==> src/rtl/rpn_stack_evaluator_top_macros.svh <==
// Assertion helpers for the RPN evaluator.
`ifndef RPN_STACK_EVALUATOR_TOP_MACROS_SVH
`define RPN_STACK_EVALUATOR_TOP_MACROS_SVH

// Implication checked on every rising clock edge outside reset.
`define RPN_ASSERT_IMP(label, clk, rst_n, ante, cons) \
  label: assert property (@(posedge clk) disable iff (!rst_n) (ante) |-> (cons)) \
    else $error("rpn evaluator check failed");

// Next-cycle implication.
`define RPN_ASSERT_NXT(label, clk, rst_n, ante, cons) \
  label: assert property (@(posedge clk) disable iff (!rst_n) (ante) |=> (cons)) \
    else $error("rpn evaluator check failed");

`endif

==> src/rtl/rpn_pkg.sv <==
package rpn_pkg;

  typedef enum logic [2:0] {
    OP_PUSH    = 3'd0,
    OP_ADD     = 3'd1,
    OP_SUB     = 3'd2,
    OP_MUL     = 3'd3,
    OP_DIV     = 3'd4,
    OP_PRINT   = 3'd5,
    OP_UNKNOWN = 3'd6,
    OP_RSVD    = 3'd7
  } op_e;

  typedef enum logic [2:0] {
    ST_OK      = 3'd0,
    ST_PRINT   = 3'd1,
    ST_FULL    = 3'd2,
    ST_EMPTY   = 3'd3,
    ST_ZDIV    = 3'd4,
    ST_UNKNOWN = 3'd5
  } status_e;

  typedef enum logic [2:0] {
    S_IDLE,
    S_POP,
    S_MUL,
    S_DIV,
    S_SAT,
    S_DONE
  } state_e;

  localparam int unsigned DataW = 32;
  localparam int unsigned DivW  = 48;

  // Control from the sequencer to every stack cell.
  typedef struct packed {
    logic push;
    logic pop;
  } cell_ctl_t;

  function automatic logic [DataW-1:0] sat64(input logic signed [63:0] v);
    logic signed [63:0] hi;
    logic signed [63:0] lo;
    begin
      hi = 64'sh0000_0000_7FFF_FFFF;
      lo = -64'sh0000_0000_8000_0000;
      if (v > hi) begin
        sat64 = 32'h7FFF_FFFF;
      end else if (v < lo) begin
        sat64 = 32'h8000_0000;
      end else begin
        sat64 = v[31:0];
      end
    end
  endfunction

endpackage

==> src/rtl/rpn_cell.sv <==
// One stack slot: takes the word above on pop, the word below on push.
module rpn_cell (
  input  logic                       clk_i,
  input  rpn_pkg::cell_ctl_t         ctl_i,
  input  logic [rpn_pkg::DataW-1:0]  below_i,
  input  logic [rpn_pkg::DataW-1:0]  above_i,
  output logic [rpn_pkg::DataW-1:0]  value_o
);
  logic [rpn_pkg::DataW-1:0] value_q, value_d;

  always_comb begin
    value_d = value_q;
    if (ctl_i.push) begin
      value_d = below_i;
    end else if (ctl_i.pop) begin
      value_d = above_i;
    end
  end

  always_ff @(posedge clk_i) begin
    value_q <= value_d;
  end

  assign value_o = value_q;
endmodule

==> config.mk <==
export PLATFORM = sky130hd
export DESIGN_NAME = rpn_cell
export DESIGN_NICKNAME = d
export VERILOG_FILES = /design/src/rtl/rpn_stack_evaluator_top_macros.svh /design/src/rtl/rpn_pkg.sv /design/src/rtl/rpn_cell.sv
export SDC_FILE = /design/constraint.sdc
export NUM_CORES = 1
export LEC_CHECK = 0
export BUFFER_PORTS_ARGS = -buffer_cell sky130_fd_sc_hd__buf_2
export CORE_MARGIN = 5
export CORE_UTILIZATION = 45
export DETAILED_ROUTE_END_ITERATION = 7
export GPL_TIMING_DRIVEN = 0
export HOLD_SLACK_MARGIN = 0.05
export PLACE_DENSITY = 0.95
export SYNTH_ARGS = -nofsm -noshare
export SYNTH_HDL_FRONTEND = slang
export SYNTH_SLANG_ARGS = --single-unit
==> constraint.sdc <==
create_clock -name clk_i -period 4.7 [get_ports clk_i]
set_clock_uncertainty 0.2 [all_clocks]
set_input_delay 0.705 -clock clk_i [delete_from_list [all_inputs] [get_ports clk_i]]
set_output_delay 0.705 -clock clk_i [all_outputs]
set_load 0.05 [all_outputs]
=== Yosys cells after proc, flatten, opt, wreduce, memory -nomap -nowiden ===
Index checks and enable logic that the tools add are counted.
W data, S select, Z words.

* Flip-flop bits (word level): 32
* Logic and storage cells: 4

* Muxes and demuxes: 2
* Reductions and logical operators: 1

{| class="wikitable"
|+ Operators by type and width
! cell !! count
|-
| $mux W32 || 2
|-
| $reduce_bool A2 Y1 || 1
|}

=== Depth between registers and ports, before layout ===
* Depth in word-level cells: 2
* Depth in mapped cells: 3

=== Worst setup path before layout ===
Ideal clock, no wire load.

* Path kind: input to register
* Start: input ctl_i[1] (netlist name)
* End: register value_q (netlist bit value_o[0]), enable pin
* Setup time: 0.390 ns
* Arrival time: 1.727 ns
* Data required time: 4.110 ns
* Setup slack: 2.382 ns
* Cell stages on the path: 3
* Path through: buf_6 -> buf_12 -> or2_1

* Word-level cells in the longest chain between the ends: 1

{| class="wikitable"
|+ Ends and longest elaborated chain
! element !! line !! RTL
|-
| start, declared || rpn_cell.sv:4 || <nowiki>input rpn_pkg::cell_ctl_t ctl_i,</nowiki>
|-
| $reduce_bool A2 Y1 (no line) || - ||
|-
| end signal, assigned || rpn_cell.sv:21 || <nowiki>value_q <= value_d;</nowiki>
|-
| end, declared || rpn_cell.sv:9 || <nowiki>logic [rpn_pkg::DataW-1:0] value_q, value_d;</nowiki>
|}

Every way passes these cells.
A chain may end at the register's enable or synchronous reset.

=== Worst setup path in the final report ===
Ends and elaborated chain as after synthesis.

==> impl_metrics.ini <==
[timing]
worstMarginPinSlew_ns = 1.28
finalCriticalPeriod_ns = 2.24
final_hold_viol_count = 0
drv_slew = 0
fin_crit_sh_pct = 47.6
finalSetupViolCount = 0
finalSetupTns_ns = 0
slew_headroom_pct = 14.6
clock.fmax_mhz = 447
rsz0062_at_grt = no
fin_ws_ns = 2.46

[synth]
syn_area_per_cell_sq_um = 21.9
syn_nets = 136
synth_top_cell_by_area = edfxtp_1
synth_cell_types = 6
synthesis.area_sq_mm = 0.00151
netlist_instances = 69
synth_seq_area_share_pct = 63.7
synthTopCellsByArea = edfxtp_1, mux2_4, buf_12, mux2_2, buf_6
ys_seq_elements = 32
yosys_warnings = 0
synth_top_area_share_pct = 63.7

[clock_tree]
cts_hold_buffers = 0
cts_resized = 0
clkTransAtPathRegs_ns = 0.10
cts_tree = built
htreeDepth = 2
clock-root-buffer = clkbuf_4
post_cts_buffers = 0
cts_num_sinks = 32
numCtsBuffers = 5
cts_max_path_buffers = 2

[power]
p_per_area_mw_per_mm2 = 341
power_uw = 716
p_leak_nw = 1.02
ir_worst_vdd_uv = 174

[outcome]
outcome = completed

[final_layout]
layout.cells.non_filler = 219
drive_above_1_share_pct = 80.3
design_area_sq_mm = 0.00210
syn_to_final_growth_pct = 39.1
layout.nets = 240
largest_register_ff_count = 32
antenna_cells = 0

[floorplan]
rows = 21
design.core.area_sq_mm = 0.00328
ios = 99
fp.dieW_microns = 67.9
die_h_microns = 67.9
dieArea_sq_mm = 0.00461
initial_core_util_pct = 45.9

[global_route]
grt_max_degree = 33
overflow = 0
grt_pass1_vias = 999
antenna_found_initial = 0
grt_usage_pct = 13.6
grt_pass1_wl_microns = 4400

[worst_setup_path]
critPathRequiredTime_ns = 4.42
critPathBufInv = 2
critPathLaunchType = input pin
crit_fanout = 32
path_class = in -> reg
arrival_ns = 1.96
slowest_delay_ns = 0.97
worstPathCellList = buf_6 -> buf_12 -> or2_1
cpMaxStageDelayCell = or2_1
critPathTopFamily = simple AND/OR/NAND/NOR gates
end_kind = register

[placed_design]
dp_cells = 212
io_buffers = 97
post-place-ws_ns = 2.12
gp_congestion = 0.662
place_area_sq_mm = 0.00205

[job]
maxCapViolations = 0

[min_path]
hold_class = in -> reg

[detailed_routing]
wirelength_microns = 3180
drt_pre_antenna_iters = 2
remaining_drc_errors = 0
wire_per_inst_microns = 14.5
via_per_inst = 4.52
antenna_left = 0
drt-initial-drc-count = 34
num_vias = 990
-- worst paths after layout --
path,from,end,slack [ns],cells after the start
setup / recovery,ctl_i[1],value_o[0]$_DFFE_PP_,2.46,3
hold / removal,above_i[20],value_o[20]$_DFFE_PP_,0.48,2
-- per-stage QoR --
step / hold slack, ns / utilization, %
2_1_floorplan: 0.722 / -
3_3_place_gp: 0.805 / 62.4
3_5_place_dp: 0.809 / 62.4
4_1_cts: 0.463 / 63.8
5_1_grt: 0.456 / 63.8
6_report: 0.482 / 63.8
-- layout make-up --
| class | instances | area [sq um] |
|---|---|---|
| Fill cell | 272 | 1190 |
| Sequential cell | 32 | 961 |
| Timing Repair Buffer | 97 | 485 |
| Multi-Input combinational cell | 33 | 475 |
| Buffer | 4 | 71.3 |
| Tap cell | 46 | 57.6 |
| Clock buffer | 6 | 41.3 |
| Clock inverter | 1 | 5.00 |
-- power by group --
group / switching [mW] / internal [mW]
Combinational: 0.148 / 0.0757
Sequential: 0.00753 / 0.350
Clock: 0.0798 / 0.0550
Total: 0.235 / 0.481
-- cell usage in the layout, fill, tap and decap left out, drive strengths merged --
master	synthesis	layout
clkbuf	0	6
or2	1	1
edfxtp	32	32
mux2	32	32
buf	4	101
clkinv	0	1
-- Yosys cell counts, drive strengths merged --
cell type	number
or2	1
buf	4
mux2	32
edfxtp	32
-- cell families (layout without fill, tap and decap cells) --
kind of cell | after synthesis | count (layout) | share of synthesized area, %
buf+inv | 4 | 108 | 4.73
simple gates | 1 | 1 | 0.415
flops | 32 | 32 | 63.7
mux | 32 | 32 | 31.1
-- routing by layer --
| metal | global-route usage, % | vias to the layer above | routed length [microns] |
|---|---|---|---|
| met3 | 3.45 | 2 | 244 |
| met2 | 27.1 | 44 | 1930 |
| met4 | 7.44 | 0 | 38 |
| met1 | 12.3 | 467 | 971 |
| li1 | - | 477 | - |
| met5 | 0 | - | 0 |
No activity file was read; power rests on OpenSTA's default activity.
