--- config.mk ---
export PLATFORM = sky130hd
export DESIGN_NAME = rpn_divider
export DESIGN_NICKNAME = d
export VERILOG_FILES = /design/src/rtl/rpn_stack_evaluator_top_macros.svh /design/src/rtl/rpn_pkg.sv /design/src/rtl/rpn_divider.sv
export SDC_FILE = /design/constraint.sdc
export NUM_CORES = 1
export LEC_CHECK = 0
export BUFFER_PORTS_ARGS = -buffer_cell sky130_fd_sc_hd__buf_2
export CAP_MARGIN = 20
export CORE_MARGIN = 1.5
export CORE_UTILIZATION = 40
export CTS_BUF_LIST = sky130_fd_sc_hd__clkbuf_16
export CTS_CLUSTER_SIZE = 20
export DETAILED_ROUTE_END_ITERATION = 8
export GPL_TIMING_DRIVEN = 0
export PLACE_DENSITY = 0.68
export SYNTH_ARGS = -nofsm -noshare
export SYNTH_HDL_FRONTEND = slang
export SYNTH_SLANG_ARGS = --single-unit
--- constraint.sdc ---
create_clock -name clk_i -period 3.5 [get_ports clk_i]
set_input_delay 1.05 -clock clk_i [delete_from_list [all_inputs] [get_ports clk_i]]
set_output_delay 1.05 -clock clk_i [all_outputs]
set_load 0.01 [all_outputs]
--- src/rtl/rpn_stack_evaluator_top_macros.svh ---
// Assertion helpers for the RPN evaluator.
`ifndef RPN_STACK_EVALUATOR_TOP_MACROS_SVH
`define RPN_STACK_EVALUATOR_TOP_MACROS_SVH

// Implication checked on every rising clock edge outside reset.
`define RPN_ASSERT_IMP(label, clk, rst_n, ante, cons) \
  label: assert property (@(posedge clk) disable iff (!rst_n) (ante) |-> (cons)) \
    else $error("rpn evaluator check failed");

// Next-cycle implication.
`define RPN_ASSERT_NXT(label, clk, rst_n, ante, cons) \
  label: assert property (@(posedge clk) disable iff (!rst_n) (ante) |=> (cons)) \
    else $error("rpn evaluator check failed");

`endif

--- src/rtl/rpn_pkg.sv ---
package rpn_pkg;

  typedef enum logic [2:0] {
    OP_PUSH    = 3'd0,
    OP_ADD     = 3'd1,
    OP_SUB     = 3'd2,
    OP_MUL     = 3'd3,
    OP_DIV     = 3'd4,
    OP_PRINT   = 3'd5,
    OP_UNKNOWN = 3'd6,
    OP_RSVD    = 3'd7
  } op_e;

  typedef enum logic [2:0] {
    ST_OK      = 3'd0,
    ST_PRINT   = 3'd1,
    ST_FULL    = 3'd2,
    ST_EMPTY   = 3'd3,
    ST_ZDIV    = 3'd4,
    ST_UNKNOWN = 3'd5
  } status_e;

  typedef enum logic [2:0] {
    S_IDLE,
    S_POP,
    S_MUL,
    S_DIV,
    S_SAT,
    S_DONE
  } state_e;

  localparam int unsigned DataW = 32;
  localparam int unsigned DivW  = 48;

  // Control from the sequencer to every stack cell.
  typedef struct packed {
    logic push;
    logic pop;
  } cell_ctl_t;

  function automatic logic [DataW-1:0] sat64(input logic signed [63:0] v);
    logic signed [63:0] hi;
    logic signed [63:0] lo;
    begin
      hi = 64'sh0000_0000_7FFF_FFFF;
      lo = -64'sh0000_0000_8000_0000;
      if (v > hi) begin
        sat64 = 32'h7FFF_FFFF;
      end else if (v < lo) begin
        sat64 = 32'h8000_0000;
      end else begin
        sat64 = v[31:0];
      end
    end
  endfunction

endpackage

--- src/rtl/rpn_divider.sv ---
// Radix-2 restoring divider on magnitudes, one quotient bit a cycle.
module rpn_divider (
  input  logic                         clk_i,
  input  logic                         rst_ni,
  input  logic                         start_i,
  input  logic [rpn_pkg::DivW-1:0]     num_i,
  input  logic [rpn_pkg::DataW-1:0]    den_i,
  output logic                         done_o,
  output logic [rpn_pkg::DivW-1:0]     quot_o
);
  localparam int unsigned CntW = $clog2(rpn_pkg::DivW + 1);

  logic [rpn_pkg::DivW-1:0]  quot_q, quot_d;
  logic [rpn_pkg::DataW:0]   rem_q, rem_d;
  logic [rpn_pkg::DataW-1:0] den_q, den_d;
  logic [CntW-1:0]           cnt_q, cnt_d;
  logic                      busy_q, busy_d;
  logic [rpn_pkg::DataW:0]   trial;
  logic [rpn_pkg::DataW:0]   shifted;

  always_comb begin
    quot_d  = quot_q;
    rem_d   = rem_q;
    den_d   = den_q;
    cnt_d   = cnt_q;
    busy_d  = busy_q;
    shifted = {rem_q[rpn_pkg::DataW-1:0], quot_q[rpn_pkg::DivW-1]};
    trial   = shifted - {1'b0, den_q};
    if (start_i) begin
      quot_d = num_i;
      rem_d  = '0;
      den_d  = den_i;
      cnt_d  = CntW'(rpn_pkg::DivW);
      busy_d = 1'b1;
    end else if (busy_q) begin
      if (!trial[rpn_pkg::DataW]) begin
        rem_d = trial;
        quot_d = {quot_q[rpn_pkg::DivW-2:0], 1'b1};
      end else begin
        rem_d = shifted;
        quot_d = {quot_q[rpn_pkg::DivW-2:0], 1'b0};
      end
      cnt_d = cnt_q - 1'b1;
      if (cnt_q == CntW'(1)) begin
        busy_d = 1'b0;
      end
    end
  end

  always_ff @(posedge clk_i or negedge rst_ni) begin
    if (!rst_ni) begin
      busy_q <= 1'b0;
      cnt_q  <= '0;
    end else begin
      busy_q <= busy_d;
      cnt_q  <= cnt_d;
    end
  end

  always_ff @(posedge clk_i) begin
    quot_q <= quot_d;
    rem_q  <= rem_d;
    den_q  <= den_d;
  end

  assign done_o = busy_q && (cnt_q == CntW'(1));
  assign quot_o = quot_q;
endmodule

Word level (Yosys, flattened, before mapping)

Index checks and enable logic that the tools add are counted.

Output and inout port bits: 49
Bits in latches: 0
Flip-flop bits (word level): 119
RAM bits: 0
Memories: 0
Memory bits (read-only): 0
Input bits: 83

$add $sub $neg: 2
Reductions and logical operators: 2
Order comparisons: 0
Mux-type cells: 9
Shift-type cells: 0
Multipliers: 0
Div/mod/pow operators: 0
Bitwise operators: 0
Equality and inequality tests: 1

Operators with widths:

| operator                                                           | number |
|---|---|
| 48-bit 2-to-1 mux                                                  | 2 |
| 33-bit by 32-bit subtractor with 33-bit output                     | 1 |
| 32-bit 2-to-1 mux                                                  | 1 |
| 6-bit 2-to-1 mux                                                   | 2 |
| 6-bit by 1-bit == test with 1-bit output, second input constant    | 1 |
| 6-bit by 1-bit subtractor with 6-bit output, second input constant | 1 |
| 1-bit 2-to-1 mux                                                   | 4 |
| 2-bit nonzero test                                                 | 1 |
| 1-bit logical AND                                                  | 1 |

Logic depth before layout (Yosys ltp)

Depth after elaboration: 4
Gate-level depth with buffers: 14

Worst setup path after synthesis

OpenSTA, ideal clock, no wires.

Kind: register -> register
Start: register quot_q (netlist bit quot_o[47])
End: register rem_q[7] in the netlist's numbering
Period minus slack after synthesis: 3.243 ns
Path slack: 0.257 ns
Arrival: 3.104 ns
Library setup time: 0.139 ns
Stages on the path, launching flop included: 15
Required time: 3.361 ns
Cells stage by stage: edfxtp_1 -> inv_1 -> ha_1 -> fa_1 -> nand2b_1 -> a21oi_2 -> a211oi_2 -> o21ai_2 -> a31oi_2 -> a31o_4 -> o311a_4 -> xnor2_4 -> buf_12 -> mux2i_1 -> a211oi_1

Word-level cells in the longest chain between the ends: 2

Ends and longest elaborated chain:

| item                                           | line              | RTL |
|---|---|---|
| start: declaration                             | rpn_divider.sv:13 | `logic [rpn_pkg::DivW-1:0] quot_q, quot_d;` |
| start signal: assignment                       | rpn_divider.sv:61 | `quot_q <= quot_d;` |
| 33-bit by 32-bit subtractor with 33-bit output | rpn_divider.sv:28 | `trial = shifted - {1'b0, den_q};` |
| 32-bit 2-to-1 mux                              | rpn_divider.sv:36 | `if (!trial[rpn_pkg::DataW]) begin` |
| end signal: assignment                         | rpn_divider.sv:62 | `rem_q <= rem_d;` |
| end: declaration                               | rpn_divider.sv:14 | `logic [rpn_pkg::DataW:0] rem_q, rem_d;` |

Every way passes these cells.
A chain may end at the register's enable or synchronous reset.

Worst setup path after layout

Start: register quot_q (netlist bit quot_o[47])
End: register rem_q[11] in the netlist's numbering

The elaborated chain is that of the path after synthesis.

==> impl_metrics.json <==
{
  "synth_cell_type_count": 58,
  "required_ns": 3.84,
  "die_area_um2": 17400,
  "hold_path.class": "in2async",
  "hold_slack_ns": 0.451,
  "fin_crit_sh_pct": 94.6,
  "path_depth": 15,
  "gr-total-overflow": 0,
  "ys.flop_type": "edfxtp_1",
  "drive_above_1_share_pct": 30.0,
  "portBuffers": 131,
  "clk_transition_reported_paths_ns": 0.06,
  "multiInputGateArea_um2": 3130,
  "cts_inserted_buffers": 17,
  "p_leak_nw": 3.54,
  "crit_chain": "inv_1 > ha_1 > fa_2 > nand2b_4 > a21oi_2 > a211oi_2 > o21ai_2 > a31oi_4 > a31o_4 > o311a_4 > xnor2_4 > buf_12 > buf_12 > mux2i_4 > a211oi_2",
  "routed_wl_mm": 15.2,
  "cts_tree": "done",
  "holdBufCountCts": 0,
  "path_class": "reg2reg",
  "netlist_area_um2": 6650,
  "yosysSeqAreaShare_pct": 48.4,
  "ant_nets": 0,
  "io-pin-count": 132,
  "initial_core_util_pct": 41.4,
  "timing.final.hold_violations": 0,
  "h-tree-depth": 4,
  "antenna_found_initial": 0,
  "drtPass1Iterations": 5,
  "finalCriticalPeriod_ns": 3.31,
  "row_count": 46,
  "wl_per_cell_um": 15.3,
  "dr_total_vias": 5089,
  "setup_viol": 0,
  "slew_headroom_pct": 48.1,
  "drc": 0,
  "die_w_um": 132,
  "place.gp.congestion": 0.843,
  "grt_max_degree": 35,
  "synth_edf_count": 80,
  "syn-num-nets": 727,
  "synth_area_per_cell_um2": 10.9,
  "async_flop_share_pct": 5.88,
  "vdd_drop_max_v": 0.000403,
  "power_density_nw_per_um2": 772,
  "viasPerCell": 5.12,
  "final_common_cell": "buf_2",
  "drv_slew": 0,
  "grt_pass1_vias": 5187,
  "end_kind": "flip-flop",
  "fin_tns_setup_ns": 0,
  "root_buffer": "clkbuf_16",
  "startpoint": "quot_o[47]$_DFFE_PP_",
  "core_um2": 16100,
  "r2r_setup_slack_ns": 0.19,
  "rr_endpoint": "rem_q[11]$_SDFFE_PP0P_",
  "seqCellArea_um2": 3220,
  "cp_slowest_cell": "o311a_4",
  "worst_pin_slew_ns": 0.779,
  "path_delay_family": "compound AO/OA/AOI/OAI gates",
  "worst_clock_skew_ns": 0.0115,
  "slowest_delay_ns": 0.40,
  "final_cell_mix": "buf_2, edfxtp_1, inv_1, nor2_1, mux2_2",
  "critical_path_buf_inv_count": 3,
  "start_kind": "flip-flop",
  "fmax_ghz": 0.302,
  "track_usage_pct": 18.2,
  "status": "finished, final reports clean",
  "cts.path.max_buffers": 2,
  "clkSinkCount": 119,
  "hpwlAfterDp_mm": 11.0,
  "r2r_cells": 15,
  "drt_iter0_markers": 273,
  "grt_pass1_wl_mm": 25.4,
  "arrival_ns": 3.65,
  "clk_latency_ns": 0.42,
  "cap_violations": 0,
  "synth_seq_cells": 119,
  "rsz0062_at_grt": "no",
  "final.fill_count": 1457,
  "synth_warnings": 0,
  "antenna_cells": 0,
  "path_max_fanout": 10,
  "die_h_um": 132,
  "syn_to_final_growth_pct": 24.3,
  "syn-instance-count": 609,
  "nNetsFinal": 882,
  "crit_end": "rem_q[11]$_SDFFE_PP0P_",
  "power.total_mw": 6.38,
  "r2r-start": "quot_o[47]$_DFFE_PP_"
}
==> flip-flops by register name (all words and copies together) (netlist names) <==
name	count
quot_o	48
den_q	32
rem_q	32
cnt_q	6
busy_q	1
==> cell families after synthesis <==
kind of cell,synth area share (%)
buffers and inverters,5.29
AO/OA/AOI/OAI,14.1
flip-flops,48.4
XOR/XNOR,5.02
adder cells (fa/ha/maj),6.70
multiplexers,12.2
AND/OR/NAND/NOR,8.35
==> per-layer routing <==
layer	part of all wire (%)	track usage (%)	routed length, um	up-vias
met5	0	0	0	-
met4	1.0	6.11	157	0
met3	7.0	6.73	1070	11
met2	46	28.9	7030	153
met1	46	23.0	6970	2394
li1	-	-	-	2531
==> cell usage after synthesis, types with 3 or more instances <==
library cell,instances,share of area [%]
xnor2_1,23,3.0
clkinv_1,3,0.17
a2111oi_0,3,0.40
a21oi_1,40,3.0
buf_2,3,0.23
edfxtp_1,80,36
inv_1,49,2.8
and3_1,5,0.47
nand2b_1,6,0.56
nand3_1,12,0.90
mux2_2,47,8.0
xor2_1,12,1.6
o21ai_1,7,0.53
a31oi_1,4,0.38
a211oi_1,26,2.9
o21ai_0,10,0.75
nor2_1,48,2.7
ha_1,34,6.4
clkbuf_1,23,1.3
o22ai_1,3,0.28
a21o_1,10,1.1
mux2i_1,28,4.2
o211ai_1,4,0.45
dfrtp_1,7,2.6
dfxtp_1,32,9.6
o21bai_1,4,0.45
nor3_1,6,0.45
nand2_1,38,2.1
nand4_1,5,0.47
==> where the power goes <==
part	switching [mW]	internal (mW)	total [mW]	leakage [nW]
Combinational	1.41	1.32	2.74	2.11
Sequential	0.207	1.80	2.00	1.16
Clock	0.666	0.975	1.64	0.264
==> repair_timing <==
| item | in CTS | in global routing |
|---|---|---|
| gates cloned | 0 | 1 |
| gates resized for setup | 0 | 10 |
| buffers inserted | 1 | 2 |
| pin swaps | 1 | 2 |
| hold endpoints to repair | 0 | 0 |
| endpoints found under the setup margin | 7 | 30 |
==> final cells by class <==
cell class / count / area share (%)
plain buffers: 29 / 1.89
clock buffers: 17 / 5.15
clock inverters: 15 / 1.56
inverters: 52 / 2.36
multi-input cells: 409 / 37.9
flip-flops and latches: 119 / 38.9
well taps: 216 / 3.27
repair buffers: 136 / 8.90
==> through the flow <==
stage | worst slack, ns | utilization (%) | cells | instance area (um^2)
after floorplan | 0.257 | - | 609 | 6650
after global placement | -0.779 | 47.2 | 956 | 7580
after detailed placement | -0.00500 | 47.3 | 957 | 7600
after CTS | 0.0214 | 50.8 | 990 | 8160
after global routing | 0.00448 | 51.5 | 993 | 8260
final | 0.189 | 51.5 | 993 | 8260
==> how the worst min path moves through the flow <==
stage                           start                endpoint  cells past startpoint
6_report                       rst_ni    cnt_q[1]$_DFFE_PN0P_                      1
5_1_grt                        rst_ni    cnt_q[4]$_DFFE_PN0P_                      1
4_1_cts                        rst_ni    cnt_q[1]$_DFFE_PN0P_                      1
3_5_place_dp   rem_q[28]$_SDFFE_PP0P_  rem_q[28]$_SDFFE_PP0P_                      2
3_3_place_gp   rem_q[28]$_SDFFE_PP0P_  rem_q[28]$_SDFFE_PP0P_                      2
2_1_floorplan  rem_q[28]$_SDFFE_PP0P_  rem_q[28]$_SDFFE_PP0P_                      2
Note: power is estimated with default switching activity, not from simulation.
